**config.mk**
```make
export PLATFORM = sky130hd
export DESIGN_NAME = fbtc_ctrl
export DESIGN_NICKNAME = d
export VERILOG_FILES = /design/src/rtl/core/fbtc_pkg.sv /design/src/rtl/core/fbtc_ctrl.sv
export SDC_FILE = /design/constraint.sdc
export NUM_CORES = 1
export LEC_CHECK = 0
export CORE_MARGIN = 4
export CORE_UTILIZATION = 53
export DETAILED_ROUTE_END_ITERATION = 8
export DONT_BUFFER_PORTS = 1
export HOLD_SLACK_MARGIN = 0.12
export PLACE_DENSITY = 0.68
export SETUP_SLACK_MARGIN = 0.15
export SYNTH_ARGS = -nofsm -noshare
export SYNTH_HDL_FRONTEND = slang
export SYNTH_SLANG_ARGS = --single-unit
export TNS_END_PERCENT = 10
```
**constraint.sdc**
```tcl
create_clock -name clk_i -period 2.4 [get_ports clk_i]
set_input_delay 0.24 -clock clk_i [delete_from_list [all_inputs] [get_ports clk_i]]
set_output_delay 0.24 -clock clk_i [all_outputs]
set_load 0.005 [all_outputs]
```
**src/rtl/core/fbtc_pkg.sv**
```systemverilog
`timescale 1ns / 1ps
`default_nettype none

package fbtc_pkg;

  localparam int CUR_W     = 13;
  localparam int IDX_W     = 24;
  localparam int COLOR_W   = 32;
  localparam int MASK_W    = 8;
  localparam int CODE_W    = 8;
  localparam int FADDR_W   = 12;
  localparam int OP_W      = 3;
  localparam int CFG_IDX_W = 4;
  localparam int CELL_SH   = 3;

  localparam logic [CUR_W-1:0] CELL_WIDTH = 13'd8;
  localparam logic [CUR_W-1:0] MIN_PITCH  = 13'd8;
  localparam logic [CUR_W-1:0] MAX_PITCH  = 13'd4096;
  localparam logic [CUR_W-1:0] MIN_HEIGHT = 13'd16;
  localparam logic [CUR_W-1:0] MAX_HEIGHT = 13'd4096;

  localparam logic [CUR_W-1:0]   PITCH_RST  = 13'd640;
  localparam logic [CUR_W-1:0]   HEIGHT_RST = 13'd480;
  localparam logic [COLOR_W-1:0] TEXT_RST   = 32'h00FF_FFFF;
  localparam logic [COLOR_W-1:0] BACK_RST   = 32'h0000_0000;
  localparam logic [COLOR_W-1:0] ERASE_COLOR = 32'h0000_0000;

  localparam logic [MASK_W-1:0] MASK_FULL  = 8'hFF;
  localparam logic [MASK_W-1:0] MASK_NONE  = 8'h00;
  localparam logic [CODE_W-1:0] CHAR_NEWLINE = 8'd10;

  localparam logic [OP_W-1:0] OP_PUT   = 3'd0;
  localparam logic [OP_W-1:0] OP_SPACE = 3'd1;
  localparam logic [OP_W-1:0] OP_BACK  = 3'd2;
  localparam logic [OP_W-1:0] OP_CLEAR = 3'd3;
  localparam logic [OP_W-1:0] OP_FONT  = 3'd4;

  localparam logic KIND_ROW  = 1'b0;
  localparam logic KIND_FILL = 1'b1;

  localparam logic [CFG_IDX_W-1:0] REG_PITCH  = 4'd0;
  localparam logic [CFG_IDX_W-1:0] REG_HEIGHT = 4'd1;
  localparam logic [CFG_IDX_W-1:0] REG_TEXT   = 4'd2;
  localparam logic [CFG_IDX_W-1:0] REG_BACK   = 4'd3;

  typedef enum logic [3:0] {
    S_IDLE,
    S_PFILL,
    S_CHAR,
    S_START,
    S_ROW,
    S_ADV,
    S_WRAP,
    S_LF,
    S_LFFILL,
    S_SFILL,
    S_BS,
    S_CLR,
    S_DONE
  } ctrl_state_e;

  typedef struct packed {
    logic accept;
    logic font_wr;
    logic push_fill;
    logic push_row;
    logic flush;
    logic start_rows;
    logic erase;
    logic next_row;
    logic adv_x;
    logic line_feed;
    logic bs_move;
  } ctrl_cmd_t;

  typedef struct packed {
    logic y_ge_h;
    logic x_ge_pitch;
    logic at_origin;
    logic code_nl;
    logic row_ok;
    logic row_last;
    logic can_push;
  } ctrl_status_t;

endpackage

`default_nettype wire

```
**src/rtl/core/fbtc_ctrl.sv**
```systemverilog
`timescale 1ns / 1ps
`default_nettype none

module fbtc_ctrl (
  input  logic                      clk_i,
  input  logic                      rst_ni,
  input  logic                      in_valid_i,
  output logic                      in_ready_o,
  input  logic [fbtc_pkg::OP_W-1:0] op_i,
  input  fbtc_pkg::ctrl_status_t    status_i,
  output fbtc_pkg::ctrl_cmd_t       cmd_o
);

  fbtc_pkg::ctrl_state_e     state_q, state_d;
  logic [fbtc_pkg::OP_W-1:0] op_q, op_d;
  logic                      accept;

  assign accept     = in_valid_i && (state_q == fbtc_pkg::S_IDLE);
  assign in_ready_o = (state_q == fbtc_pkg::S_IDLE);
  assign op_d       = accept ? op_i : op_q;

  always_ff @(posedge clk_i or negedge rst_ni) begin
    if (!rst_ni) begin
      state_q <= fbtc_pkg::S_IDLE;
      op_q    <= fbtc_pkg::OP_PUT;
    end else begin
      state_q <= state_d;
      op_q    <= op_d;
    end
  end

  // Next state.
  always_comb begin
    state_d = state_q;
    unique case (state_q)
      fbtc_pkg::S_IDLE: begin
        if (in_valid_i) begin
          priority case (op_i)
            fbtc_pkg::OP_PUT:   state_d = fbtc_pkg::S_PFILL;
            fbtc_pkg::OP_SPACE: state_d = fbtc_pkg::S_ADV;
            fbtc_pkg::OP_BACK:  state_d = fbtc_pkg::S_BS;
            fbtc_pkg::OP_CLEAR: state_d = fbtc_pkg::S_CLR;
            default:            state_d = fbtc_pkg::S_IDLE;
          endcase
        end
      end
      fbtc_pkg::S_PFILL: begin
        if (!status_i.y_ge_h || status_i.can_push) state_d = fbtc_pkg::S_CHAR;
      end
      fbtc_pkg::S_CHAR: begin
        state_d = status_i.code_nl ? fbtc_pkg::S_LF : fbtc_pkg::S_START;
      end
      fbtc_pkg::S_START: state_d = fbtc_pkg::S_ROW;
      fbtc_pkg::S_ROW: begin
        // Visible rows form an unbroken run from the top of the cell.
        if (!status_i.row_ok || (status_i.can_push && status_i.row_last)) begin
          state_d = (op_q == fbtc_pkg::OP_BACK) ? fbtc_pkg::S_DONE : fbtc_pkg::S_ADV;
        end
      end
      fbtc_pkg::S_ADV: state_d = fbtc_pkg::S_WRAP;
      fbtc_pkg::S_WRAP: begin
        if (status_i.x_ge_pitch) begin
          state_d = fbtc_pkg::S_LF;
        end else begin
          state_d = (op_q == fbtc_pkg::OP_PUT) ? fbtc_pkg::S_DONE : fbtc_pkg::S_SFILL;
        end
      end
      fbtc_pkg::S_LF: state_d = fbtc_pkg::S_LFFILL;
      fbtc_pkg::S_LFFILL: begin
        if (!status_i.y_ge_h || status_i.can_push) begin
          state_d = (op_q == fbtc_pkg::OP_PUT) ? fbtc_pkg::S_DONE : fbtc_pkg::S_SFILL;
        end
      end
      fbtc_pkg::S_SFILL: begin
        if (!status_i.y_ge_h || status_i.can_push) state_d = fbtc_pkg::S_DONE;
      end
      fbtc_pkg::S_BS: begin
        state_d = status_i.at_origin ? fbtc_pkg::S_DONE : fbtc_pkg::S_START;
      end
      fbtc_pkg::S_CLR: begin
        if (status_i.can_push) state_d = fbtc_pkg::S_DONE;
      end
      fbtc_pkg::S_DONE: begin
        if (status_i.can_push) state_d = fbtc_pkg::S_IDLE;
      end
      default: state_d = fbtc_pkg::S_IDLE;
    endcase
  end

  // Commands to the datapath.
  always_comb begin
    cmd_o        = '0;
    cmd_o.accept = accept;
    cmd_o.erase  = (op_q == fbtc_pkg::OP_BACK);
    unique case (state_q)
      fbtc_pkg::S_IDLE: begin
        cmd_o.font_wr = accept && (op_i == fbtc_pkg::OP_FONT);
      end
      fbtc_pkg::S_PFILL, fbtc_pkg::S_LFFILL, fbtc_pkg::S_SFILL: begin
        cmd_o.push_fill = status_i.y_ge_h && status_i.can_push;
      end
      fbtc_pkg::S_START: cmd_o.start_rows = 1'b1;
      fbtc_pkg::S_ROW: begin
        if (status_i.row_ok && status_i.can_push) begin
          cmd_o.push_row = 1'b1;
          cmd_o.next_row = !status_i.row_last;
        end
      end
      fbtc_pkg::S_ADV: cmd_o.adv_x = 1'b1;
      fbtc_pkg::S_LF:  cmd_o.line_feed = 1'b1;
      fbtc_pkg::S_BS:  cmd_o.bs_move = !status_i.at_origin;
      fbtc_pkg::S_CLR: cmd_o.push_fill = status_i.can_push;
      fbtc_pkg::S_DONE: cmd_o.flush = status_i.can_push;
      default: begin
      end
    endcase
  end

endmodule

`default_nettype wire

```
==> results of run 1 <==
flip-flops by register name, indices dropped and copies added (netlist names):
name / count
state_q: 4
op_q: 3
power groups by stage:
stage / registers, mW / logic, mW / clock network (mW)
floorplan: 0.226 / 0.550 / 0
global placement: 0.267 / 0.626 / 0
detailed placement: 0.270 / 0.633 / 0
CTS: 0.269 / 0.637 / 0.110
global route: 0.281 / 0.707 / 0.119
finish: 0.271 / 0.635 / 0.104
cells in the final DEF, fill, tap and decap left out, drive strengths merged, types with 2 or more instances in the layout:
cell type,synthesis,final
nand2,11,11
nor2,10,10
dfrtp,7,7
a21oi,5,5
o21ai,5,5
mux2,5,5
nor3b,4,4
nand2b,4,4
nor2b,4,4
nand4,4,4
buf,5,4
nand3,4,4
clkbuf,3,4
nor3,3,3
nand3b,3,3
and3b,2,2
inv,2,2
a32oi,2,2
a41oi,2,2
per-layer routing:
metal	GRT usage, %	wire length, um	share of wire, %	up-vias
li1	-	-	-	364
met4	2.92	10	0.54	0
met3	5.14	121	6.6	2
met2	29.8	873	47	28
met1	26.6	832	45	348
met5	0	0	0	-
through the flow:
stage	instances	utilization (%)	power [mW]	cell area, um2
5_1_grt	113	60.2	1.11	793
2_1_floorplan	97	-	0.777	749
6_report	113	60.2	1.01	793
3_5_place_dp	108	57.5	0.903	757
3_3_place_gp	108	57.5	0.893	757
4_1_cts	113	60.2	1.02	793
final cells by class:
type	count	area, um2
multi-input combinational	80	526
tap	15	18.8
inverter	2	7.51
timing repair buffer	5	40.0
clock buffer	4	26.3
sequential	7	175
fill	131	524
path summary, 6_finish.rpt:
path | from | end | slack (ns) | cells past startpoint
max reg2reg | state_q[0] | state_q[0] | 0.49 | 6
min | op_i[2] | op_q[2] | 0.14 | 1
max | state_q[0] | cmd_o[9] | 0.32 | 4
max in group asynchronous | rst_ni | op_q[2] | 1.83 | 1
min in group asynchronous | rst_ni | op_q[1] | 0.33 | 1
min reg2reg | op_q[2] | op_q[2] | 0.59 | 1
logic make-up after synthesis:
| logic type | share of synthesized area (%) |
|---|---|
| AND/OR/NAND/NOR | 44.6 |
| AO/OA/AOI/OAI | 18.0 |
| buffers and inverters | 6.51 |
| flip-flops | 23.4 |
| multiplexers | 7.51 |
==> summary.md, run 1 <==
| Metric | Value |
|---|---|
| DRC | `0` |
| Sw Share | `48.3%` |
| Register area share after synthesis | `23.4%` |
| Commonest cells in the synthesized netlist | `11 x nand2_1, 9 x nor2_1, 7 x dfrtp_1` |
| First-pass GRT wire length | `2880 um` |
| Die height | `45.6 um` |
| Syn Area/Cell | `7.73 um2` |
| Clock share of power | `10.3%` |
| Die ar. | `2080 um2` |
| Syn Nets | `110` |
| Initial Util | `56.9%` |
| Routed WL per cell | `16.3 um` |
| Largest net degree at the start of global routing | `19` |
| Mapped cell area | `749 um2` |
| Setup TNS Final | `0 ns` |
| Worst Hold Class | `primary input to flip-flop` |
| Critical path buffers and inverters | `1` |
| Crit start category | `flip-flop` |
| Num rows | `13` |
| Pint | `0.522 mW` |
| Post-synth top area cell | `dfrtp_1` |
| Cts hold-fix bufs | `1` |
| Most common cell in the netlist | `nand2_1` |
| RSZ-0062 raised after global routing | `false` |
| Clock sink count | `7` |
| Ys async rst share | `100%` |
| Required time of the critical path | `2.16 ns` |
| Slowest-stage cell, CP | `nor4_4` |
| Count of unique library cells instantiated by Yosys | `35` |
| P_leak | `0.306 nW` |
| Worst vdd ir | `0.566 mV` |
| Yosys reg bits | `7` |
| Crit-path cells | `buf_4 > nor4_4 > nand2_1 > nor4b_1` |
| Critical Setup Path Class | `flip-flop to primary output` |
| Slowest stage delay, CP | `0.41 ns` |
| Number of synthesized flops with an enable pin | `0` |
| # Max-Cap Violations | `0` |
| Synth top area cells | `dfrtp_1 23%, mux2_2 6.0%, nand2_1 5.5%, nor2_1 4.5%, nor3b_1 4.0%` |
| Post-CTS resize count | `0` |
| Crit-path max FO | `12` |
| Share of cells above drive strength 1 | `14.3%` |
| CTS tree | `done` |
| Placeable Area | `1320 um2` |
| Top-area cell type share of the netlist area | `23.4%` |
| Yosys warnings | `0` |
| Outcome | `complete, no violations` |
| Die Wd | `45.6 um` |
| Min Tclk post-route | `2.08 ns` |
| Comb power frac | `62.9%` |
| Post-route ant nets | `0` |
| Vias per cell | `6.57` |
| Final Max Slew Viols | `0` |
| Final setup viols | `0` |
| CP delay by family, top | `simple AND/OR/NAND/NOR gates` |
| Seq pwr share | `26.8%` |
| Ys flop type | `dfrtp_1` |
| Crit path arrival time | `1.84 ns` |
| Area growth from synthesis to layout | `5.84%` |
| Pre-CTS setup slack | `0.507 ns` |
| DRT iter0 DRCs | `19` |
| CP Capture Type | `primary output` |
| Post-Route WL | `1840 um` |
| Root Buffer | `clkbuf_4` |
| Hold slack | `0.144 ns` |
| Fmax | `482 MHz` |
| Least-Margin Pin Slew | `0.507 ns` |
| Rel. slew slack | `65.8%` |
| Overflow after GRT | `0` |
| CTS max path bufs | `2` |
| Hpwl dp | `1460 um` |
| Cell count after synthesis | `97` |
| Final Cycle Share | `86.5%` |
| Worst-Skew Late Latency | `0.25 ns` |
| Final WS setup | `0.324 ns` |
| Total setup buffers inserted after CTS | `0` |
| CTS Buf Count | `3` |
| PwrDens | `1270 nW/um2` |
| Initial antenna violation count | `0` |
| NetSw | `0.488 mW` |
| IO Port Bufs | `0` |
| Diode count | `0` |
| Fin. Hold Viols | `0` |
| Vias in the first global route | `668` |
| Worst clock skew | `0.00263 ns` |
| H-tree levels | `1` |
| Nets | `112` |
| Clk slew on worst S/H paths | `0.05 ns` |
| I/O pins | `25` |
| Via count | `742` |
| Routability Congestion | `0.838` |
| Gr usage total | `19.1%` |
| 1st-pass router iterations | `4` |
No activity file was read; power rests on OpenSTA's default activity.
==> run 2: changes to the inputs <==
- CTS_BUF_LIST: default -> sky130_fd_sc_hd__clkbuf_2 sky130_fd_sc_hd__clkbuf_4 sky130_fd_sc_hd__clkbuf_8
- MAX_ROUTING_LAYER: default -> met4
==> summary.md, run 2 (synthesis gave the netlist of run 1 again) <==
| Metric | Value |
|---|---|
| Crit start category | `flip-flop` |
| Largest net degree at the start of global routing | `19 (unchanged)` |
| FF-to-FF End | `state_q[0]` |
| Number of cells on the critical path | `4 (unchanged)` |
| Overflow after GRT | `0 (unchanged)` |
| R2r worst-path depth | `6 (unchanged)` |
| CP delay by family, top | `simple AND/OR/NAND/NOR gates` |
| Initial antenna violation count | `0 (unchanged)` |
| PwrDens | `1280 nW/um2 (+0.85%)` |
| Final Cycle Share | `86.4% (-0.11 points)` |
| Nets | `112 (unchanged)` |
| Crit-path max FO | `12 (unchanged)` |
| Initial Util | `56.9% (unchanged)` |
| Reg2reg setup slack | `0.50 ns (about the same)` |
| Worst vdd ir | `0.594 mV (+4.9%)` |
| Layout fillers | `131 (unchanged)` |
| Final Max Slew Viols | `0 (unchanged)` |
| CTS tree | `done` |
| CTS Buf Count | `3 (unchanged)` |
| I/O pins | `25 (unchanged)` |
| Vias per cell | `6.79 (+3.4%)` |
| Rel. slew slack | `66.5% (+0.66 points)` |
| CTS max path bufs | `2 (unchanged)` |
| Routed WL per cell | `16.3 um (about the same)` |
| Die ar. | `2080 um2 (unchanged)` |
| Fin. Hold Viols | `0 (unchanged)` |
| Setup TNS Final | `0 ns (unchanged)` |
| IO Port Bufs | `0 (unchanged)` |
| Least-Margin Pin Slew | `0.497 ns (-0.00974 ns)` |
| Fmax | `482 MHz (+0.13%)` |
| First-pass GRT wire length | `2880 um (-0.24%)` |
| Largest Register | `state_q` |
| Worst-Skew Late Latency | `0.25 ns (about the same)` |
| # Max-Cap Violations | `0 (unchanged)` |
| Placeable Area | `1320 um2 (unchanged)` |
| DRT iter0 DRCs | `18 (-1)` |
| Commonest non-fill, non-tap cell in the layout | `nand2_1` |
| Post-route ant nets | `0 (unchanged)` |
| Commonest cells after routing, fill and taps aside | `11 x nand2_1, 9 x nor2_1, 7 x dfrtp_1, 5 x a21oi_1, 5 x o21ai_0` |
| Routability Congestion | `0.851 (+1.6%)` |
| Critical Setup Path Class | `flip-flop to primary output` |
| Area growth from synthesis to layout | `6.34%` |
| HP Start | `op_i[1]` |
| H-tree levels | `1 (unchanged)` |
| Clock sink count | `7 (unchanged)` |
| Placed cell count | `108 (unchanged)` |
| Worst hold path endpoint | `op_q[1]` |
| Worst clock skew | `0.00287 ns (+0.000250 ns)` |
| Post-Route WL | `1840 um (about the same)` |
| Share of cells above drive strength 1 | `15.3% (+1.0 points)` |
| CP Capture Type | `primary output` |
| Clk slew on worst S/H paths | `0.05 ns (about the same)` |
| Min Tclk post-route | `2.07 ns (-0.00262 ns)` |
| Hpwl dp | `1460 um (unchanged)` |
| Max reg flops | `4 (unchanged)` |
| Crit-path cells | `buf_4 > nor4_4 > nand2_1 > nor4b_1` |
| Die height | `45.6 um (unchanged)` |
| Post-CTS resize count | `0 (unchanged)` |
| Finished Layout Cells | `113 (unchanged)` |
| Required time of the critical path | `2.16 ns (about the same)` |
| Num rows | `13 (unchanged)` |
| Gr usage total | `19.6% (+0.56 points)` |
| Outcome | `complete, no violations` |
| Crit path arrival time | `1.83 ns (about the same)` |
| Die Wd | `45.6 um (unchanged)` |
| Top Registers | `state_q: 4 flops, op_q: 3 flops` |
| RSZ-0062 raised after global routing | `false` |
| P_leak | `0.309 nW (+1.1%)` |
| Critical path buffers and inverters | `1 (unchanged)` |
| Slowest-stage cell, CP | `nor4_4` |
| Via count | `767 (+3.4%)` |
| Root Buffer | `clkbuf_4` |
| DRC | `0 (unchanged)` |
| Total setup buffers inserted after CTS | `0 (unchanged)` |
| Worst Hold Class | `primary input to flip-flop` |
| 1st-pass router iterations | `4 (unchanged)` |
| Reg2reg start | `state_q[0]` |
| Diode count | `0 (unchanged)` |
| Worst hold path stage count | `1 (unchanged)` |
| Final setup viols | `0 (unchanged)` |
| Vias in the first global route | `669 (+0.15%)` |
| Slowest stage delay, CP | `0.41 ns (about the same)` |
==> run 2: metrics by stage <==
stage | instance area [um2] | worst slack [ns] | util, % | total power, mW | hold slack (ns)
CTS | 797 | 0.274 | 60.5 | 1.03 | 0.135
global placement | 757 | 0.537 | 57.5 | 0.893 | -0.0554
global route | 797 | 0.198 | 60.5 | 1.12 | 0.125
detailed placement | 757 | 0.507 | 57.5 | 0.903 | -0.0554
floorplan | 749 | 0.627 | - | 0.777 | -0.0556
finish | 797 | 0.326 | 60.5 | 1.02 | 0.143
==> run 2: area by class of cell <==
| cell class | count | area (um2) | area share, % |
|---|---|---|---|
| sequential | 7 | 175 | 22.0 |
| multi-input combinational | 80 | 526 | 65.9 |
| inverter | 2 | 7.51 | 0.942 |
| tap | 15 | 18.8 | 2.35 |
| clock buffer | 4 | 30.0 | 3.77 |
| timing repair buffer | 5 | 40.0 | 5.02 |
==> run 2: metal layers <==
layer | vias to the layer above | track usage, % | wire (um)
met5 | - | - | 0
met4 | 0 | 2.92 | 10
met3 | 2 | 5.14 | 120
met2 | 28 | 30.1 | 881
met1 | 370 | 26.3 | 826
li1 | 367 | - | -
==> run 2: worst max path at each step <==
stage / from / end / slack, ns
3_5_place_dp: state_q[0] / state_q[0] / 0.51
5_1_grt: state_q[0] / cmd_o[9] / 0.20
3_3_place_gp: state_q[0] / state_q[0] / 0.54
4_1_cts: state_q[0] / cmd_o[9] / 0.27
2_1_floorplan: state_q[3] / state_q[0] / 0.63
6_report: state_q[0] / cmd_o[9] / 0.33
==> run 2: timing repair <==
item / 4_1_cts / 5_1_grt
endpoints found under the hold margin: 7 / 0
endpoints found under the setup margin: 0 / 0
hold buffers: 1 / 0
==> run 2: report_power, final <==
group / internal (mW) / leakage, nW / switching (mW)
logic: 0.280 / 0.205 / 0.357
registers: 0.179 / 0.0855 / 0.0920
clock network: 0.0746 / 0.0184 / 0.0414
